$ cat src/design/rgbc_pkg.sv
`timescale 1ns / 1ps

package rgbc_pkg;

  // Fixed field widths.
  localparam int CH_BITS       = 8;
  localparam int COEF_BITS     = 8;
  localparam int SUM_BITS      = 21;
  localparam int QUO_MAG_BITS  = 20;
  localparam int DIVISOR_BITS  = 12;
  localparam int REM_BITS      = DIVISOR_BITS + 1;
  localparam int DIV_CNT_BITS  = 5;
  localparam int ROW_BITS      = 12;
  localparam int HGT_BITS      = 13;
  localparam int WIDTH_BITS    = 11;
  localparam int OUT_COL_BITS  = 10;
  localparam int CFG_DATA_BITS = 40;
  localparam int CFG_IDX_BITS  = 3;
  localparam int TAP_IDX_BITS  = 3;
  localparam int COEF_ROWS     = 5;
  localparam int MAX_HEIGHT    = 4096;

  // Configuration register indexes.
  localparam logic [CFG_IDX_BITS-1:0] REG_COEF_ROW_0 = 3'd0;
  localparam logic [CFG_IDX_BITS-1:0] REG_COEF_ROW_4 = 3'd4;
  localparam logic [CFG_IDX_BITS-1:0] REG_DIVISOR    = 3'd5;
  localparam logic [CFG_IDX_BITS-1:0] REG_WIDTH      = 3'd6;
  localparam logic [CFG_IDX_BITS-1:0] REG_HEIGHT     = 3'd7;

  // Opcodes of an input beat.
  localparam logic OP_PIXEL = 1'b0;
  localparam logic OP_DRAIN = 1'b1;

  typedef struct packed {
    logic [CH_BITS-1:0] r;
    logic [CH_BITS-1:0] g;
    logic [CH_BITS-1:0] b;
  } pixel_t;

  typedef struct packed {
    logic signed [SUM_BITS-1:0] r;
    logic signed [SUM_BITS-1:0] g;
    logic signed [SUM_BITS-1:0] b;
  } chan_sum_t;

endpackage

$ cat src/design/rgbc_cell.sv
`timescale 1ns / 1ps

module rgbc_cell (
  input  logic                                clk,
  input  logic                                shift,
  input  logic signed [rgbc_pkg::COEF_BITS-1:0] coef,
  input  rgbc_pkg::pixel_t                    tap_in,
  output rgbc_pkg::pixel_t                    tap_out,
  input  rgbc_pkg::chan_sum_t                 psum_in,
  output rgbc_pkg::chan_sum_t                 psum_out
);
  import rgbc_pkg::*;

  localparam int PROD_BITS = COEF_BITS + CH_BITS + 1;

  logic signed [PROD_BITS-1:0] prod_r;
  logic signed [PROD_BITS-1:0] prod_g;
  logic signed [PROD_BITS-1:0] prod_b;

  // Each cell weights its own tap by its fixed kernel position.
  assign prod_r = coef * $signed({1'b0, tap_out.r});
  assign prod_g = coef * $signed({1'b0, tap_out.g});
  assign prod_b = coef * $signed({1'b0, tap_out.b});

  // The tap moves down the row while gathering; the partial sum
  // ripples one cell per cycle.
  always_ff @(posedge clk) begin
    if (shift) begin
      tap_out <= tap_in;
    end
    psum_out.r <= psum_in.r + SUM_BITS'(prod_r);
    psum_out.g <= psum_in.g + SUM_BITS'(prod_g);
    psum_out.b <= psum_in.b + SUM_BITS'(prod_b);
  end

endmodule

$ cat config.mk
export PLATFORM = sky130hd
export DESIGN_NAME = rgbc_cell
export DESIGN_NICKNAME = d
export VERILOG_FILES = /design/src/design/rgbc_pkg.sv /design/src/design/rgbc_cell.sv
export SDC_FILE = /design/constraint.sdc
export NUM_CORES = 1
export LEC_CHECK = 0
export ABC_AREA = 1
export BUFFER_PORTS_ARGS = -buffer_cell sky130_fd_sc_hd__buf_2
export CORE_MARGIN = 1
export CORE_UTILIZATION = 50
export CTS_CLUSTER_DIAMETER = 40
export DETAILED_ROUTE_END_ITERATION = 12
export HOLD_SLACK_MARGIN = 0.03
export PLACE_DENSITY = 0.74
export SLEW_MARGIN = 20
export SYNTH_ARGS = -nofsm -noshare
export SYNTH_HDL_FRONTEND = slang
export SYNTH_SLANG_ARGS = --single-unit
$ cat constraint.sdc
create_clock -name clk -period 4.55 [get_ports clk]
set_input_delay 0.91 -clock clk [delete_from_list [all_inputs] [get_ports clk]]
set_output_delay 0.91 -clock clk [all_outputs]
set_load 0.01 [all_outputs]
==> metrics.cfg <==
[grt]
grt_pass1_wl_um = 45100
grt_pass1_vias = 10156
antenna_found_initial = 0
grt_max_degree = 25
grt-ovfl-total = 0
groute.usage.overall_pct = 23.4

[power]
p_leak_uw = 0.00895
ir_worst_vdd_mv = 0.421
power_density_nw_per_um2 = 650
p_total_uw = 9420

[critical_path]
r2r-end = psum_out[41]
critPathMaxStageDelay_ns = 0.57
worstSetupStartpointType = primary input
cp.required_ns = 4.80
crit_fanout = 11
worstSetupPathType = primary input to register
r2r_slack_ns = 0.15
worstPathArrival_ns = 4.82
reg2reg_from = tap_out[13]
cp_cell_sequence = buf_8, inv_8, or2_4, fa_1, fa_1, fa_1, fa_1, inv_2, fa_1, ha_4, or2_4, nand3_4, nand2_4, nand2_2, nand2_1, nand2_1, nand2_1
cpMostUsedCell = fa_1
critPathCaptureType = register
critical-path-slowest-cell = fa_1
crit_start = coef[7]
reg2regPathDepth = 17

[synth]
yosysUniqueCellTypes = 24
mappedNetlistArea_um2 = 11900
synth_top_area_cell = fa_1
synth_top_cells_by_area = fa_1 26%, ha_1 20%, nand2_1 14%, inv_1 13%, dfxtp_1 11%
synth.avg_cell_area_um2 = 7.84
yosysWarnings = 0
synthCells = 1512
ys_seq_area_share_pct = 16.7
synth_top_area_share_pct = 26.0
synth_nets = 1955
synth-seq-cells = 87

[routing]
post_drt_via_cell_ratio = 4.71
antenna_left = 0
dr_total_vias = 9849
drtPass1Iterations = 5
wire_per_inst_um = 12.7
drt_wl_total_um = 26500
dr.first_iter.drc_count = 385
drc = 0

[clocking]
post-cts-setup-buffers = 0
path_clk_slew_ns = 0.07
clock-sinks = 87
numCtsBuffers = 9
hold_buffers = 0
root_buffer = clkbuf_16
htreeDepth = 3
worst_skew_pair.late_latency_ns = 0.36
clock_path_buffers = 2
cts_tree = done

[finish]
diodes = 0
nFillCells = 2014
final_layout_size_suffix_gt1_share_pct = 21.7
layout_common_cells = 417 x nand2_1, 416 x inv_1, 180 x ha_1
finalCoreUtilization_pct = 63.2
multi_input_area_um2 = 8490
nNetsFinal = 2214
ff_latch_area_um2 = 1980
fin_area_um2 = 14500
final_common_cell = nand2_1
area_growth_pct = 22.2

[floorplan]
initial_core_util_pct = 51.7
core_region_area_um2 = 22900
die_h_um = 156
rows = 55
die_x_um = 156
pin_count = 184
fp.dieArea_um2 = 24300

[run_status]
status = finished, violations left
violations = setup timing

[timing]
post-route-min-period_ns = 4.57
max_freq_mhz = 219
setup_slack_ns = -0.0199
final.period_utilization_pct = 100
rsz0062_at_grt = yes
finalHoldViolCount = 0
relSlewSlack_pct = 57.4
finalMaxSlewViolations = 0
setup_viol = 2
clock_skew_ns = 0.0104
whs_ns = 0.721
worst_slew_pin_slew_ns = 0.639

[place]
placed_area_um2 = 13900
io_buffers = 183
gp_congestion = 0.874
hpwl_um = 22400

[hold_path]
min_path_cells = 1
hold_path_class = primary input to register
hp-start = tap_in[0]
min_to = tap_out[0]

[run]
max_cap_viol_count = 0

-- through the flow --
step                      std cells  worst slack (ns)  setup TNS [ns]
final                          2089           -0.0199         -0.0326
after global routing           2089            -0.156           -1.11
after CTS                      2089           0.00230               0
after detailed placement       2074            -0.548          -16.15
after global placement         2074            -0.479          -13.66
after floorplan                1512            -0.186           -2.14
-- critical path: cells and delay by family --
kind / cells / cell delay [ns]
adder cells (fa/ha/maj): 6 / 2.83
AND/OR/NAND/NOR: 8 / 0.88
buffers and inverters: 3 / 0.18
-- cells by family (layout without fill, tap and decap cells) --
family / Yosys count / in the layout / share of synthesized area [%]
AO/OA/AOI/OAI: 29 / 29 / 1.22
XOR/XNOR: 26 / 26 / 1.92
adder cells (fa/ha/maj): 346 / 346 / 46.3
buffers and inverters: 461 / 725 / 14.7
flip-flops: 87 / 87 / 16.7
AND/OR/NAND/NOR: 563 / 563 / 19.2
-- worst max-delay path by stage --
stage	endpoint	cells after the start	slack (ns)
4_1_cts	psum_out[62]	17	0.002
3_3_place_gp	psum_out[62]	18	-0.48
5_1_grt	psum_out[39]	17	-0.16
2_1_floorplan	psum_out[62]	17	-0.19
3_5_place_dp	psum_out[41]	18	-0.55
6_report	psum_out[41]	17	-0.02
-- routing by layer --
layer | GRT usage, % | part of all wire (%) | up-vias
li1 | - | - | 4930
met1 | 28.2 | 42 | 4656
met2 | 42.2 | 51 | 219
met3 | 3.69 | 4.8 | 44
met4 | 7.42 | 2.2 | 0
met5 | 0 | 0 | -
-- timing repair --
| action | CTS | global route |
|---|---|---|
| cloned | 0 | 0 |
| gates resized for setup | 26 | 64 |
| pin swaps | 9 | 23 |
| setup endpoints to repair | 25 | 34 |
| endpoints found under the hold margin | 0 | 0 |
-- final cells by class --
cell class              instances  area share, %
flip-flops and latches         87           13.7
multi-input cells             964           58.6
well taps                     313           2.70
repair buffers                288           12.2
inverters                     421           11.0
clock buffers                   9           1.55
clock inverters                 7          0.337
-- registers in the layout, summed over array words and instances, names as in the netlist --
| register | cells |
|---|---|
| psum_out | 63 |
| tap_out | 24 |
-- synthesized netlist by cell type --
library cell  number
or2_1              2
edfxtp_1          24
inv_1            418
clkbuf_2           8
or2_2              7
nor3_2             6
dfxtp_1           63
nor2_1            36
a21oi_1           29
xor2_1            20
clkbuf_1          30
buf_1              1
nand2_1          446
nor3_1             4
and3_1             1
nand2_2            1
nand3b_1           4
fa_1             154
nand3_1           50
and2_1             6
ha_1             192
buf_2              1
xnor2_1            6
inv_2              3
-- power by group --
part	internal [uW]	switching, uW	total, uW
logic	3470	3980	7450
clock network	371	355	726
registers	1150	86.8	1240
No activity file was read; power rests on OpenSTA's default activity.
