**src/design/rgbc_pkg.sv**
```systemverilog
`timescale 1ns / 1ps

package rgbc_pkg;

  // Fixed field widths.
  localparam int CH_BITS       = 8;
  localparam int COEF_BITS     = 8;
  localparam int SUM_BITS      = 21;
  localparam int QUO_MAG_BITS  = 20;
  localparam int DIVISOR_BITS  = 12;
  localparam int REM_BITS      = DIVISOR_BITS + 1;
  localparam int DIV_CNT_BITS  = 5;
  localparam int ROW_BITS      = 12;
  localparam int HGT_BITS      = 13;
  localparam int WIDTH_BITS    = 11;
  localparam int OUT_COL_BITS  = 10;
  localparam int CFG_DATA_BITS = 40;
  localparam int CFG_IDX_BITS  = 3;
  localparam int TAP_IDX_BITS  = 3;
  localparam int COEF_ROWS     = 5;
  localparam int MAX_HEIGHT    = 4096;

  // Configuration register indexes.
  localparam logic [CFG_IDX_BITS-1:0] REG_COEF_ROW_0 = 3'd0;
  localparam logic [CFG_IDX_BITS-1:0] REG_COEF_ROW_4 = 3'd4;
  localparam logic [CFG_IDX_BITS-1:0] REG_DIVISOR    = 3'd5;
  localparam logic [CFG_IDX_BITS-1:0] REG_WIDTH      = 3'd6;
  localparam logic [CFG_IDX_BITS-1:0] REG_HEIGHT     = 3'd7;

  // Opcodes of an input beat.
  localparam logic OP_PIXEL = 1'b0;
  localparam logic OP_DRAIN = 1'b1;

  typedef struct packed {
    logic [CH_BITS-1:0] r;
    logic [CH_BITS-1:0] g;
    logic [CH_BITS-1:0] b;
  } pixel_t;

  typedef struct packed {
    logic signed [SUM_BITS-1:0] r;
    logic signed [SUM_BITS-1:0] g;
    logic signed [SUM_BITS-1:0] b;
  } chan_sum_t;

endpackage

```
**src/design/rgbc_div.sv**
```systemverilog
`timescale 1ns / 1ps

module rgbc_div (
  input  logic                                   clk,
  input  logic                                   rst,
  input  logic                                   start,
  input  logic signed [rgbc_pkg::SUM_BITS-1:0]   dividend,
  input  logic [rgbc_pkg::DIVISOR_BITS-1:0]      divisor,
  output logic signed [rgbc_pkg::SUM_BITS-1:0]   quotient,
  output logic                                   done
);
  import rgbc_pkg::*;

  logic                      busy;
  logic [DIV_CNT_BITS-1:0]   cnt;
  logic [REM_BITS-1:0]       rem;
  logic [QUO_MAG_BITS-1:0]   mag;
  logic [DIVISOR_BITS-1:0]   den;
  logic                      neg;
  logic signed [SUM_BITS-1:0] neg_dividend;
  logic [REM_BITS-1:0]       trial;

  assign neg_dividend = -dividend;
  assign trial = {rem[REM_BITS-2:0], mag[QUO_MAG_BITS-1]};

  // Quotient truncates toward zero: divide magnitudes, then restore sign.
  assign quotient = neg ? -$signed({1'b0, mag}) : $signed({1'b0, mag});

  // Restoring division, one quotient bit per cycle.
  always_ff @(posedge clk) begin
    if (rst) begin
      busy <= 1'b0;
      done <= 1'b0;
      cnt  <= '0;
    end else begin
      done <= 1'b0;
      if (start) begin
        busy <= 1'b1;
        cnt  <= '0;
        rem  <= '0;
        neg  <= dividend[SUM_BITS-1];
        mag  <= dividend[SUM_BITS-1] ? neg_dividend[QUO_MAG_BITS-1:0]
                                     : dividend[QUO_MAG_BITS-1:0];
        den  <= (divisor == '0) ? DIVISOR_BITS'(1) : divisor;
      end else if (busy) begin
        if (trial >= {1'b0, den}) begin
          rem <= trial - {1'b0, den};
          mag <= {mag[QUO_MAG_BITS-2:0], 1'b1};
        end else begin
          rem <= trial;
          mag <= {mag[QUO_MAG_BITS-2:0], 1'b0};
        end
        cnt <= cnt + 1'b1;
        if (cnt == DIV_CNT_BITS'(QUO_MAG_BITS - 1)) begin
          busy <= 1'b0;
          done <= 1'b1;
        end
      end
    end
  end

endmodule

```
**config.mk**
```make
export PLATFORM = sky130hd
export DESIGN_NAME = rgbc_div
export DESIGN_NICKNAME = d
export VERILOG_FILES = /design/src/design/rgbc_pkg.sv /design/src/design/rgbc_div.sv
export SDC_FILE = /design/constraint.sdc
export NUM_CORES = 1
export LEC_CHECK = 0
export BUFFER_PORTS_ARGS = -buffer_cell sky130_fd_sc_hd__buf_4
export CELL_PAD_IN_SITES_DETAIL_PLACEMENT = 0
export CELL_PAD_IN_SITES_GLOBAL_PLACEMENT = 2
export CORE_MARGIN = 2
export CORE_UTILIZATION = 35
export CTS_CLUSTER_DIAMETER = 150
export CTS_CLUSTER_SIZE = 10
export DETAILED_ROUTE_END_ITERATION = 12
export PLACE_DENSITY = 0.8
export SETUP_SLACK_MARGIN = 0.05
export SLEW_MARGIN = 20
export SYNTH_ARGS = -nofsm -noshare
export SYNTH_HDL_FRONTEND = slang
export SYNTH_SLANG_ARGS = --single-unit
```
**constraint.sdc**
```tcl
create_clock -name clk -period 2.76 [get_ports clk]
set_input_delay 0.138 -clock clk [delete_from_list [all_inputs] [get_ports clk]]
set_output_delay 0.138 -clock clk [all_outputs]
set_load 0.01 [all_outputs]
```
==> results.cfg <==
[drt]
drc = 0
dr.pass1.iters = 6
drt_iter0_markers = 92
drt_wl_total_mm = 8.38
wl_per_cell_um = 14.6
viasPerCell = 5.05
ant_nets = 0
vias = 2886

[final_layout]
final_cells = 572
n_antenna_cell = 0
final_cell_mix = buf_4 (72), edfxtp_1 (45), nor2_1 (31)
syn_to_final_growth_pct = 22.0
fin_nets = 490
final_common_cell = buf_4
finish.utilization = 0.442
drive_gt1_frac = 0.226

[power_and_ir_drop]
clkPwrFrac = 0.247
peakVddDrop_v = 0.000188
p_per_area_nw_per_um2 = 497
leakage_nw = 1.72
p_int_mw = 1.50
power_switching_share = 0.305
switchingPower_mw = 0.658
p_comb_frac = 0.299
seq_power_share = 0.454

[run]
drv_cap = 0

[critical_path]
critPathKind = flop to output pin
path_max_fanout = 3
worstPathArrival_ns = 2.50
required_ns = 2.62
crit_buf_inv = 1
end_kind = output pin
max_stage_delay_ns = 0.55
crit_family = simple AND/OR/NAND/NOR gates
cp_slowest_cell = or4_4
cp_common_cell = or3_4
cp_cell_sequence = or4_4, or3_4, or3_4, o31ai_2, xnor2_1, buf_4
start_kind = flop

[clock_network]
numCtsBuffers = 5
cts.sinks = 52
cts.path.max_buffers = 2
cts_htree_levels = 2
clock-root-buffer = clkbuf_8
cts_tree = yes
clkTransAtPathRegs_ns = 0.10
clock_latency_ns = 0.30

[timing]
max_slew_margin = 0.557
fmaxAchievable_mhz = 379
min_period_over_period = 0.955
rsz0062_at_grt = yes
drv_slew = 0
min_period_ns = 2.64
hold_viol = 0
worstMarginPinSlew_ns = 0.664
setup_violations = 0
setup-tns-final_ns = 0
skew_ns = 0.00479

[die]
rows = 36
dieArea_um2 = 11000
die-width_um = 105
die_h_um = 105
pin_count = 58
start_util = 0.362
core_um2 = 9820

[synth]
synth_ff_type = edfxtp_1
yosys_warnings = 0
ys_seq_elements = 52
ys_seq_area_frac = 0.419
avgSynthCellArea_um2 = 9.31
synth_cells = 382
synth_area_um2 = 3560
syn_nets = 434
async_reset_ff_frac = 0
synth_edf_count = 45
synth_cell_type_count = 51

[placed_design]
dp.cells = 554
gp_congestion = 0.830
io_buffers = 57
place_hpwl_mm = 6.37

[grt]
grt_pass1_vias = 2927
grt_max_degree = 49
grt_pass1_wl_mm = 14.3
grt_overflow = 0
track_usage = 0.158
antenna_found_initial = 0

[outcome]
outcome = finished, final reports clean

[worst_hold_path]
worstHoldPathType = input pin to flop
-- worst reg2reg max path, delay by kind of cell, from the launching register on --
kind	cells	cell delay [ns]
flops	1	0.42
fa+ha+maj	1	0.39
simple gates	1	0.33
buf+inv	1	0.18
compound gates	5	0.90
-- metal layers --
| metal | GRT usage | part of all wire | vias up |
|---|---|---|---|
| met1 | 0.205 | 0.45 | 1333 |
| met4 | 0.0476 | 0.017 | 0 |
| met5 | 0 | 0 | - |
| met2 | 0.274 | 0.50 | 58 |
| met3 | 0.0193 | 0.032 | 12 |
| li1 | - | - | 1483 |
-- flip-flops by register name, indices dropped and copies added (netlist names) --
signal  cells
mag        20
den        12
rem        12
cnt         5
busy        1
done        1
neg         1
-- cell usage after synthesis, drive strengths merged (4+ instances only) --
cell type | count | area share
a211oi | 5 | 0.011
a21o | 4 | 0.0084
a21oi | 27 | 0.038
clkbuf | 24 | 0.025
dfxtp | 7 | 0.039
edfxtp | 45 | 0.38
ha | 15 | 0.053
inv | 22 | 0.023
mux2 | 4 | 0.013
nand2 | 30 | 0.032
nand3 | 17 | 0.024
nor2 | 32 | 0.034
nor3 | 6 | 0.0084
o21ai | 28 | 0.039
o31ai | 8 | 0.025
or2 | 5 | 0.0088
or3 | 5 | 0.0088
or4 | 6 | 0.015
xnor2 | 19 | 0.047
xor2 | 29 | 0.071
-- logic make-up (layout without fill, tap and decap cells) --
family	Yosys count	after routing	synth area share
flip-flops	52	52	0.419
buffers and inverters	48	105	0.0517
XOR/XNOR	48	48	0.118
AO/OA/AOI/OAI	91	91	0.164
AND/OR/NAND/NOR	121	121	0.170
multiplexers	6	6	0.0183
adder cells (fa/ha/maj)	16	16	0.0584
-- worst paths after layout --
kind,start,depth (start not counted),to,slack (ns)
max reg2reg,rem[5],8,rem[5],0.28
min reg2reg,cnt[4],2,cnt[4],0.51
max,mag[9],6,quotient[18],0.12
min,divisor[4],1,den[4],0.01
-- timing repair --
action | in CTS | in global routing
setup endpoints to repair | 2 | 5
hold buffers | 0 | 3
setup buffers | 3 | 4
resized for setup | 2 | 5
endpoints found under the hold margin | 0 | 3
-- area by class of cell --
type / instances / area, µm²
clock buffer: 5 / 68.8
clock inverter: 3 / 42.5
fill: 1003 / 5480
inverter: 22 / 82.6
multi-input combinational: 282 / 1920
sequential: 52 / 1490
tap: 133 / 166
timing repair buffer: 75 / 571
-- metrics by stage --
stage	setup slack, ns	total power [mW]	area [µm²]	hold WS [ns]
after detailed placement	0.287	1.62	4110	0.328
after global routing	0.0137	2.29	4340	0.00346
after CTS	0.0420	2.16	4260	0.000316
after global placement	0.320	1.62	4110	0.328
final	0.124	2.15	4340	0.0120
after floorplan	0.366	1.39	3560	0.211
-- power groups by stage --
stage                     Clock (mW)  Combinational, mW  Sequential [mW]
after floorplan                    0              0.413            0.980
after global placement             0              0.624            0.998
after detailed placement           0              0.621             1.00
after CTS                      0.543              0.633            0.981
after global routing           0.576              0.724            0.988
final                          0.531              0.645            0.978
Power figures use the tool's default switching activity.
